**config.mk**
```make
export PLATFORM = sky130hd
export DESIGN_NAME = arxks_ctrl
export DESIGN_NICKNAME = d
export VERILOG_FILES = /design/src/hw/rtl/arxks_pkg.sv /design/src/hw/rtl/arxks_ctrl.sv
export SDC_FILE = /design/constraint.sdc
export NUM_CORES = 1
export LEC_CHECK = 0
export BUFFER_PORTS_ARGS = -buffer_cell sky130_fd_sc_hd__clkbuf_2
export CORE_ASPECT_RATIO = 0.9
export CORE_MARGIN = 1
export CORE_UTILIZATION = 44
export CTS_CLUSTER_DIAMETER = 100
export DETAILED_ROUTE_END_ITERATION = 7
export GPL_TIMING_DRIVEN = 0
export PLACE_DENSITY = 0.74
export SLEW_MARGIN = 0
export SYNTH_ARGS = -nofsm -noshare
export SYNTH_HDL_FRONTEND = slang
export SYNTH_SLANG_ARGS = --single-unit
```
**constraint.sdc**
```tcl
create_clock -name i_clk -period 8 [get_ports i_clk]
set_clock_uncertainty 0.15 [all_clocks]
set_input_delay 0.4 -clock i_clk [delete_from_list [all_inputs] [get_ports i_clk]]
set_output_delay 0.4 -clock i_clk [all_outputs]
set_load 0.03 [all_outputs]
```
**src/hw/rtl/arxks_pkg.sv**
```systemverilog
// ----------------------------------------------------------------------------
// arxks_pkg
// Shared types and constants for the ARX keystream byte cipher.
// ----------------------------------------------------------------------------
package arxks_pkg;

    localparam int unsigned WORD_W      = 64;
    localparam int unsigned BYTE_W      = 8;
    localparam int unsigned ROUND_W     = 31;
    localparam int unsigned POS_W       = 5;
    localparam int unsigned PHASE_W     = 3;
    localparam int unsigned CFG_IDX_W   = 3;
    localparam int unsigned SETUP_PASSES_DEF = 64;

    localparam logic [WORD_W-1:0]  LOAD_CONST_A = 64'h98d5_7011_ef24_69a7;
    localparam logic [WORD_W-1:0]  LOAD_CONST_B = 64'h0c7e_53dd_9eb1_85bc;
    localparam logic [ROUND_W-1:0] ROUND_RESET  = 31'd2000000001;

    typedef enum logic [CFG_IDX_W-1:0] {
        CFG_KEY0   = 3'd0,
        CFG_KEY1   = 3'd1,
        CFG_KEY2   = 3'd2,
        CFG_KEY3   = 3'd3,
        CFG_NONCE0 = 3'd4,
        CFG_NONCE1 = 3'd5,
        CFG_ROUNDS = 3'd6
    } t_cfg_reg;

    // controller to datapath commands
    typedef struct packed {
        logic               latch;     // capture incoming data byte
        logic               load;      // load key, nonce and constants
        logic               save;      // copy working words at call start
        logic               round;     // one ARX line of a double-round
        logic               finish;    // add back and fold into stream words
        logic               emit;      // output held byte XOR keystream
        logic               emit_now;  // output incoming byte XOR keystream
        logic [PHASE_W-1:0] phase;
        logic [POS_W-1:0]   byte_pos;
    } t_dp_cmd;

endpackage

```
**src/hw/rtl/arxks_ctrl.sv**
```systemverilog
// ----------------------------------------------------------------------------
// arxks_ctrl
// Controller: sequences key setup, permutation calls and byte output, and
// keeps the keystream byte position and output valid flag.
// ----------------------------------------------------------------------------
module arxks_ctrl #(
    parameter int unsigned SETUP_PASSES = arxks_pkg::SETUP_PASSES_DEF
) (
    input  logic                          i_clk,
    input  logic                          i_rst_n,
    input  logic                          i_in_valid,
    input  logic                          i_in_start,
    output logic                          o_in_ready,
    output logic                          o_out_valid,
    input  logic                          i_out_ready,
    input  logic [arxks_pkg::ROUND_W-1:0] i_rounds,
    output arxks_pkg::t_dp_cmd            o_cmd
);
    import arxks_pkg::*;

    localparam int unsigned PASS_W = (SETUP_PASSES > 1) ? $clog2(SETUP_PASSES) : 1;
    localparam logic [PASS_W-1:0]  PASS_LAST  = PASS_W'(SETUP_PASSES - 1);
    localparam logic [PHASE_W-1:0] PHASE_LAST = '1;

    typedef enum logic [2:0] {
        S_IDLE,
        S_LOAD,
        S_SAVE,
        S_ROUND,
        S_FINISH,
        S_EMIT
    } t_state;

    t_state               r_state,  n_state;
    logic [PHASE_W-1:0]   r_phase,  n_phase;
    logic [ROUND_W-1:0]   r_round,  n_round;
    logic [PASS_W-1:0]    r_pass,   n_pass;
    logic                 r_setup,  n_setup;
    logic [POS_W-1:0]     r_pos,    n_pos;
    logic                 r_out_valid, n_out_valid;
    logic                 accept;

    assign o_in_ready  = (r_state == S_IDLE) && (!r_out_valid || i_out_ready);
    assign accept      = i_in_valid && o_in_ready;
    assign o_out_valid = r_out_valid;

    always_comb begin
        n_state     = r_state;
        n_phase     = r_phase;
        n_round     = r_round;
        n_pass      = r_pass;
        n_setup     = r_setup;
        n_pos       = r_pos;
        n_out_valid = r_out_valid && !i_out_ready;
        o_cmd          = '0;
        o_cmd.phase    = r_phase;
        o_cmd.byte_pos = r_pos;
        case (r_state)
            S_IDLE: begin
                if (accept) begin
                    o_cmd.latch = 1'b1;
                    if (i_in_start) begin
                        n_state = S_LOAD;
                    end else if (r_pos == '0) begin
                        n_state = S_SAVE;
                    end else begin
                        // keystream already on hand: register the answer from the incoming byte
                        o_cmd.emit_now = 1'b1;
                        n_out_valid    = 1'b1;
                        n_pos          = r_pos + 1'b1;
                    end
                end
            end
            S_LOAD: begin
                o_cmd.load = 1'b1;
                n_pos      = '0;
                n_setup    = 1'b1;
                n_pass     = '0;
                n_state    = S_SAVE;
            end
            S_SAVE: begin
                o_cmd.save = 1'b1;
                n_phase    = '0;
                n_round    = '0;
                n_state    = (i_rounds == '0) ? S_FINISH : S_ROUND;
            end
            S_ROUND: begin
                o_cmd.round = 1'b1;
                n_phase     = r_phase + 1'b1;
                if (r_phase == PHASE_LAST) begin
                    n_round = r_round + 1'b1;
                    if (n_round == i_rounds) begin
                        n_state = S_FINISH;
                    end
                end
            end
            S_FINISH: begin
                o_cmd.finish = 1'b1;
                if (r_setup) begin
                    // the last setup pass is followed by the first block's call
                    if (r_pass == PASS_LAST) begin
                        n_setup = 1'b0;
                    end else begin
                        n_pass = r_pass + 1'b1;
                    end
                    n_state = S_SAVE;
                end else begin
                    n_state = S_EMIT;
                end
            end
            S_EMIT: begin
                o_cmd.emit  = 1'b1;
                n_out_valid = 1'b1;
                n_pos       = r_pos + 1'b1;
                n_state     = S_IDLE;
            end
            default: begin
                n_state = S_IDLE;
            end
        endcase
    end

    always_ff @(posedge i_clk) begin
        if (!i_rst_n) begin
            r_state     <= S_IDLE;
            r_phase     <= '0;
            r_round     <= '0;
            r_pass      <= '0;
            r_setup     <= 1'b0;
            r_pos       <= '0;
            r_out_valid <= 1'b0;
        end else begin
            r_state     <= n_state;
            r_phase     <= n_phase;
            r_round     <= n_round;
            r_pass      <= n_pass;
            r_setup     <= n_setup;
            r_pos       <= n_pos;
            r_out_valid <= n_out_valid;
        end
    end

endmodule

```
==> results of run 1 <==
## cells in the final DEF (no fill, tap or decap), drive strengths merged, types with 3 or more instances in the layout
cell type and count:
o22ai 3, buf 6, and2 6, or4 4
a21boi 8, a2111oi 3, and3 5, a21o 4
or3 4, nor3 17, and4 6, nand3 30
a31oi 4, nand4 21, o21ai 28, nor4 20
ha 6, clkbuf 82, o31ai 4, o211a 5
xor2 23, xnor2 25, nand2b 3, nor2b 18
o211ai 4, dfxtp 50, nor4b 5, nor2 45
a21oi 26, a22oi 3, inv 10, nand2 48
## per-stage QoR
step	hold WS (ps)	std cells
final	316.1	670
after global placement	317.8	662
after floorplan	303.5	495
after CTS	301.8	670
after global routing	327.0	670
after detailed placement	343.1	662
## power by group
part           internal (uW)  switching, uW  total (uW)
Clock                   71.5           97.2         169
Sequential               259           9.15         268
Combinational           68.4            145         213
## logic make-up after synthesis
group	after synthesis	synth area share, %
DFF	50	26.05
adders and majority gates	6	1.954
muxes	2	0.5536
AOI/OAI and AO/OA	109	18.95
buffers and inverters	41	6.838
xor gates and xnor gates	48	10.94
and+or+nand+nor	239	34.71
## how the worst max path moves through the flow
stage	startpoint	to	depth (start not counted)
6_report	r_round[0]	r_state[1]	8
3_3_place_gp	r_round[0]	r_state[1]	9
5_1_grt	r_round[0]	r_state[1]	9
2_1_floorplan	r_state[1]	r_pos[4]	8
4_1_cts	r_round[0]	r_state[1]	8
3_5_place_dp	r_round[0]	r_state[1]	8
## layout make-up
class	instances	area share, %
multi-input cells	404	59.34
flip-flops and latches	50	23.03
clock buffers	6	1.900
clock inverters	2	0.3743
repair buffers	52	5.989
plain buffers	32	5.269
inverters	9	0.7774
well taps	115	3.311
## worst reg2reg max path, delay by kind of cell (launching register included)
family	cells	cell delay [ps]
DFF	1	480
buffers and inverters	1	260
and+or+nand+nor	3	1110
AOI/OAI and AO/OA	3	800
adders and majority gates	1	340
## flip-flops by register name (all words and copies together) (netlist names)
name / count
r_pass: 6
r_phase: 3
r_pos: 5
r_setup: 1
o_out_valid: 1
r_state: 3
r_round: 31
## metal layers
metal  global-route usage (%)  wire length (um)
met1                    36.34              5184
met2                    40.30              5133
met3                    5.186              1072
met5                        0                 0
met4                    6.884               283
==> metrics.txt, run 1 <==
status=finished, final reports clean; Placed Area=4247 um2; dominant cell by count in the synthesized netlist=dfxtp_1; Tcrit/Tclk final=40.73%; CP endpoint kind=flop; wire per inst=17.42 um; #FFs+latches synth=50; Final Wtd Congestion=0.9558; final net count=596; relative slew slack=38.57%; final hold violations=0; Hold Path Depth=3; P&R area growth vs syn=13.09%; asr flop ratio synth=0%; flop2flop setup slack=4740 ps; hold crit path type=input pin to flop; final setup vio count=0; Post-Syn Instances=495; worst-skew pair later-pin latency=320 ps; Filler cells=823; top-area cell type share of the netlist area=26.05%; CTS tree=done; Pleak=0.001596 uW; Antenna diodes=0; pin count of the biggest net entering global routing=17; grt total ovfl=0; Die W=100.5 um; die area=9111 um2; DRT Wirelength=11,670 um; CP required=8050 ps; Vias=4,064; Post-synth EDFFs=0; Site Rows=31; drt drc=0; CP Launch Type=flop; CP Max Fanout=10; Crit path arrival time=3310 ps; end-of-flow core utilization=52.60%; Max Slew Vio Count=0; DRT iter0 DRCs=430; starting density of the core=46.51%; Worst R2R Path Depth=8; Warnings, synthesis=0; sequential fraction of the synthesis area=26.05%; Clock transition at path regs=100 ps; initial antenna violation count=0; Multi-input gate area=2579 um2; worst stage delay on the critical path=650 ps; FF+latch area=1001 um2; top cells by count, synth=dfxtp_1, nand2_1, nor2_1; hold path startpoint=i_rst_n; DP HPWL=8697 um; Mapped Nets=537; post-CTS sizing=0; Yosys cell types=65; Max H-tree Level=2; Post-CTS Setup Bufs=0; synth top area cells=dfxtp_1, xnor2_1, xor2_1, nand2_1, nor2_1; clk root buf=clkbuf_8; GRT Overall Usage=25.96%; Fin Setup TNS=0 ps; Num Clock Sinks=50; R2R Path End=r_state[1]; ordered cell list for the critical path=ha_1, nand3_2, clkbuf_1, nor3_1, a31oi_1, a2111oi_0, and4_1, o22ai_1; Power Dens Cells=149.5 nW/um2; Final ANT Viol Nets=0; kind of critical path=flop to flop; CP max-delay cell=nor3_1; IO buf count=52; FF-to-FF Start=r_round[0]; worst slack at placement=4884 ps; Max Buffers Root-to-Sink=2; drt via density=6.066; total power=649.6 uW; Max Fclk=306.9 MHz; drt first pass iters=5; # IOs=53; clock period minus worst slack=3259 ps; first-pass GRT wire length=18,630 um; vias in the first global route=3,635; max-cap violations=0; Die Ht=90.66 um; Primary FF master, synth=dfxtp_1; hold buffers post-CTS=0; RSZ-0062 raised after global routing=no; total core area=8262 um2; Avg Synthesized Cell Area=7.762 um2; WHS Endpoint=r_state[0]; cell area after synthesis=3842 um2; post-synth top area cell=dfxtp_1; Worst-Margin Slew=915.4 ps; Design Area, Final=4345 um2; TritonCTS Buffers=5; WP buf/inv=1; fin worst setup slack=4741 ps; share of layout cells above drive strength 1=15.86%; worst vdd ir=89.89 uV; crit-path leading delay family=simple AND/OR/NAND/NOR gates
Note: power is estimated with default switching activity, not from simulation.
==> run 2, diff against run 1 <==
clock period = 3.16 ns   (was 8 ns; I/O delays follow)
==> run 2 against run 1 <==
Against the previous run: sequential share of layout area down 0.26 points; clock power rose to 2.9 times the previous value; clock-buffer cell count is 1 lower; die area unchanged; cell count did not move; routed wire length grew 1.2%; maximum frequency is 6.4% higher; combinational power grew to 2.6 times the previous value; non-clock buffer count unchanged; via count increased by 0.54%; total power increased to 2.7 times the previous value; critical path depth down 1; critical path type unchanged; largest power group unchanged.
==> metrics.txt, run 2 (synthesis gave the netlist of run 1 again) <==
flop2flop setup slack=100 ps; first-pass GRT wire length=18,460 um; Top reg by flops=r_round; Crit path arrival time=3110 ps; Worst-Margin Slew=970.2 ps; Die Ht=90.66 um; # IOs=53; RSZ-0062 raised after global routing=no; Largest regs=r_round x31, r_pass x6, r_pos x5; wire per inst=17.64 um; drt first pass iters=5; kind of critical path=flop to flop; final hold violations=0; WP buf/inv=0; Hold Path Depth=3; hold crit path type=input pin to flop; total core area=8262 um2; ordered cell list for the critical path=nand4_1, nor4_1, o221a_2, o2111ai_1, nor4_1, and4_1, o22ai_1; Antenna diodes=0; Worst R2R Path Depth=7; worst-skew pair later-pin latency=320 ps; DRT Wirelength=11,820 um; final net count=596; Max Slew Vio Count=0; most common cell after layout, fill and taps aside=clkbuf_2; Final Instance Count excl. Fillers=670; Power Dens Cells=391.7 nW/um2; DRT iter0 DRCs=384; vias in the first global route=3,586; drt drc=0; Final ANT Viol Nets=0; die area=9111 um2; WHS Endpoint=r_state[0]; CP Launch Type=flop; Clock transition at path regs=110 ps; status=finished, final reports clean; most frequent cells in the layout=clkbuf_2, dfxtp_1, nand2_1; pin count of the biggest net entering global routing=18; share of layout cells above drive strength 1=17.66%; Fin Setup TNS=0 ps; final setup vio count=0; placed cell count=662; GRT Overall Usage=26.02%; hold path startpoint=i_rst_n; Site Rows=31; starting density of the core=46.51%; R2R Path End=r_state[1]; CP endpoint kind=flop; worst vdd ir=206.2 uV; Final Wtd Congestion=0.9446; CP max-delay cell=nor4_1; CTS tree=done; drt via density=6.099; IO buf count=52; Num Clock Sinks=50; CP Max Fanout=7; Tcrit/Tclk final=96.89%; Die W=100.5 um; initial antenna violation count=0; worst stage delay on the critical path=700 ps; Vias=4,086; clk root buf=clkbuf_8; Post-CTS Setup Bufs=0; most used cell, CP=nor4_1; CP required=3210 ps; Max Fclk=326.6 MHz; Max Buffers Root-to-Sink=2; Pleak=0.001616 uW; DP HPWL=8664 um; TritonCTS Buffers=5; total power=1724 uW; max-cap violations=0; P&R area growth vs syn=14.52%; Max H-tree Level=2; grt total ovfl=0; clock period minus worst slack=3062 ps; FF-to-FF Start=r_round[14]; relative slew slack=34.88%; crit-path leading delay family=simple AND/OR/NAND/NOR gates; Largest register FFs=31
-- run 2: report_power, final --
part	switching, uW	total, uW	leakage [uW]	internal, uW
sequential	22.9	678	0.000404	655
combinational	372	550	0.00115	178
clock	254	496	0.0000591	242
-- run 2: area by class of cell --
| type | instances | area (um2) |
|---|---|---|
| inverters | 9 | 33.78 |
| fillers | 800 | 3861 |
| plain buffers | 32 | 232.7 |
| clock inverters | 3 | 47.55 |
| multi-input cells | 404 | 2611 |
| flip-flops and latches | 50 | 1002 |
| clock buffers | 5 | 68.82 |
| repair buffers | 52 | 260.3 |
| well taps | 115 | 143.9 |
-- run 2: metrics by stage --
step	setup WS, ps	util [%]	hold slack, ps	instance area (um2)
floorplan	80.28	-	191.0	3855
global placement	60.72	51.55	320.8	4259
detailed placement	28.62	51.55	340.5	4259
CTS	50.17	52.99	70.18	4378
global route	11.42	53.26	101.8	4400
finish	98.19	53.26	85.37	4400
-- run 2: layer usage --
metal / GRT usage, % / wire (um) / vias to the layer above
met4: 9.300 / 374 / 0
met5: 0 / 0 / -
met1: 36.49 / 5184 / 1906
met3: 4.799 / 1025 / 47
met2: 39.44 / 5234 / 196
li1: - / - / 1937
-- run 2: worst max-delay path by stage --
stage	start	end	slack, ps	cells after the start
4_1_cts	r_round[0]	r_state[1]	50	9
2_1_floorplan	r_state[1]	r_pos[4]	80	8
3_5_place_dp	r_round[0]	r_state[1]	30	9
5_1_grt	r_round[16]	r_state[1]	10	7
6_report	r_round[14]	r_state[1]	100	7
3_3_place_gp	r_round[0]	r_state[1]	60	9
-- run 2: repair_timing --
action / 4_1_cts / 5_1_grt
setup endpoints to repair: 3 / 9
hold buffers: 0 / 0
gates resized for setup: 1 / 11
-- run 2: worst register-to-register path: cells and delay by family, from the launching register on --
kind | cells | cell delay, ps
simple gates | 4 | 1810
compound gates | 3 | 530
flops | 1 | 470
==> run 3, diff against run 2 <==
PLACE_DENSITY = unset   (was 0.74)
PLACE_DENSITY_LB_ADDON = 0.2   (was unset)
REMOVE_ABC_BUFFERS = 1   (was unset)
==> run 3 against run 2 <==
Against the previous run: combinational power shrank 12%; die area is the same; critical endpoint unchanged; critical path type unchanged; flip-flop and latch count is the same; utilization shrank 2.4 points; highest routed layer unchanged; sequential power grew 5.3%.
==> metrics.txt, run 3 (synthesis gave the netlist of run 1 again) <==
status=finished, final reports clean; cell-internal power=1062 uW; Worst R2R Path Depth=8; fin worst setup slack=146.9 ps; die area=9111 um2; worst-skew pair later-pin latency=320 ps; Crit path arrival time=3060 ps; Top reg by flops=r_round; share of layout cells above drive strength 1=16.70%; flop2flop setup slack=150 ps; Seq pwr share=42.2%; FF+latch area=1002 um2; clock share of power=29.2%; first-pass GRT wire length=16,770 um; final net count=568; Worst-Margin Slew=1008 ps; clk root buf=clkbuf_8; vias in the first global route=3,331; Final Wtd Congestion=0.9969; Max Fclk=331.9 MHz; hold crit path type=input pin to flop; Final ANT Viol Nets=0; CP Max Fanout=11; kind of critical path=flop to flop; Multi-input gate area=2619 um2; Gate power share=28.6%; Vias=3,804; Final Hold Slack=108.2 ps; drt drc=0; most common cell after layout, fill and taps aside=clkbuf_2; clock period minus worst slack=3013 ps; TritonCTS Buffers=5; final setup vio count=0; Filler cells=805; Pleak=0.001538 uW; starting density of the core=46.51%; # IOs=53; pin count of the biggest net entering global routing=44; Tcrit/Tclk final=95.35%; IO buf count=52; GRT Overall Usage=23.07%; Largest register FFs=31; Max Slew Vio Count=0; CP endpoint kind=flop; Power Dens Cells=402.5 nW/um2; DRT Wirelength=10,380 um; drt first pass iters=5; sw frac=37.27%; DRT iter0 DRCs=251; relative slew slack=32.53%; worst vdd ir=192.3 uV; P&R area growth vs syn=9.443%; Switch Pwr=630.7 uW; Num Clock Sinks=50; Die W=100.5 um; CP required=3210 ps; Site Rows=31; most frequent cells in the layout=clkbuf_2, dfxtp_1, nand2_1; Clock transition at path regs=110 ps; wire per inst=16.16 um; Largest regs=r_round x31, r_pass x6, r_pos x5; final hold violations=0; initial antenna violation count=0; drt via density=5.925; CP Launch Type=flop; max-cap violations=0; Max H-tree Level=2; CTS tree=done; grt total ovfl=0; total core area=8262 um2; DP HPWL=7474 um; Hold Path Depth=4; Die Ht=90.66 um; Antenna diodes=0; worst slack at placement=-315.6 ps; Max Buffers Root-to-Sink=2
-- run 3: path summary, 6_finish.rpt --
check	startpoint	endpoint
min reg2reg	r_phase[2]	r_phase[2]
max reg2reg	r_round[1]	r_state[1]
min	i_in_start	r_state[1]
max	r_round[1]	r_state[1]
-- run 3: critical path, stage by stage, from the launching register on --
cell,delay (ps)
dfxtp_1,430
ha_2,310
nand3_4,170
or4_4,600
nor4_4,240
xnor2_1,160
a2111oi_2,410
and4_1,330
o22ai_1,100
-- run 3: layout make-up --
cell class,count,area share (%)
clock inverters,3,1.131
inverters,9,0.8033
multi-input cells,404,62.27
repair buffers,56,6.903
clock buffers,5,1.636
flip-flops and latches,50,23.83
well taps,115,3.422
-- run 3: metal layers --
layer	up-vias	global-route usage (%)	share of wire (%)
met1	1773	33.22	48
met5	-	0	0
met4	0	6.159	1.4
met2	138	35.39	44
li1	1874	-	-
met3	19	3.638	6.6
-- run 3: repair_timing --
item                       in CTS  in global routing
hold buffers                    0                  0
setup endpoints to repair      22                 25
gates cloned                    0                  0
resized for setup               3                  6
buffers inserted                0                  4
pin swaps                       0                  2
-- run 3: power groups by stage --
stage	Sequential, uW	Clock [uW]	Combinational [uW]
after floorplan	730	0	309
after global placement	725	0	473
after detailed placement	727	0	478
after CTS	712	506	480
after global routing	723	536	529
final	714	495	484
-- run 3: metrics by stage --
stage,utilization (%),TNS [ps],area [um2],power [uW],std cells
after detailed placement,48.67,-4068,4021,1205,630
final,50.90,0,4205,1693,642
after floorplan,-,-3652,3613,1039,463
after global routing,50.90,-2.772,4205,1788,642
after global placement,48.63,-12650,4018,1197,630
after CTS,50.19,0,4146,1698,638
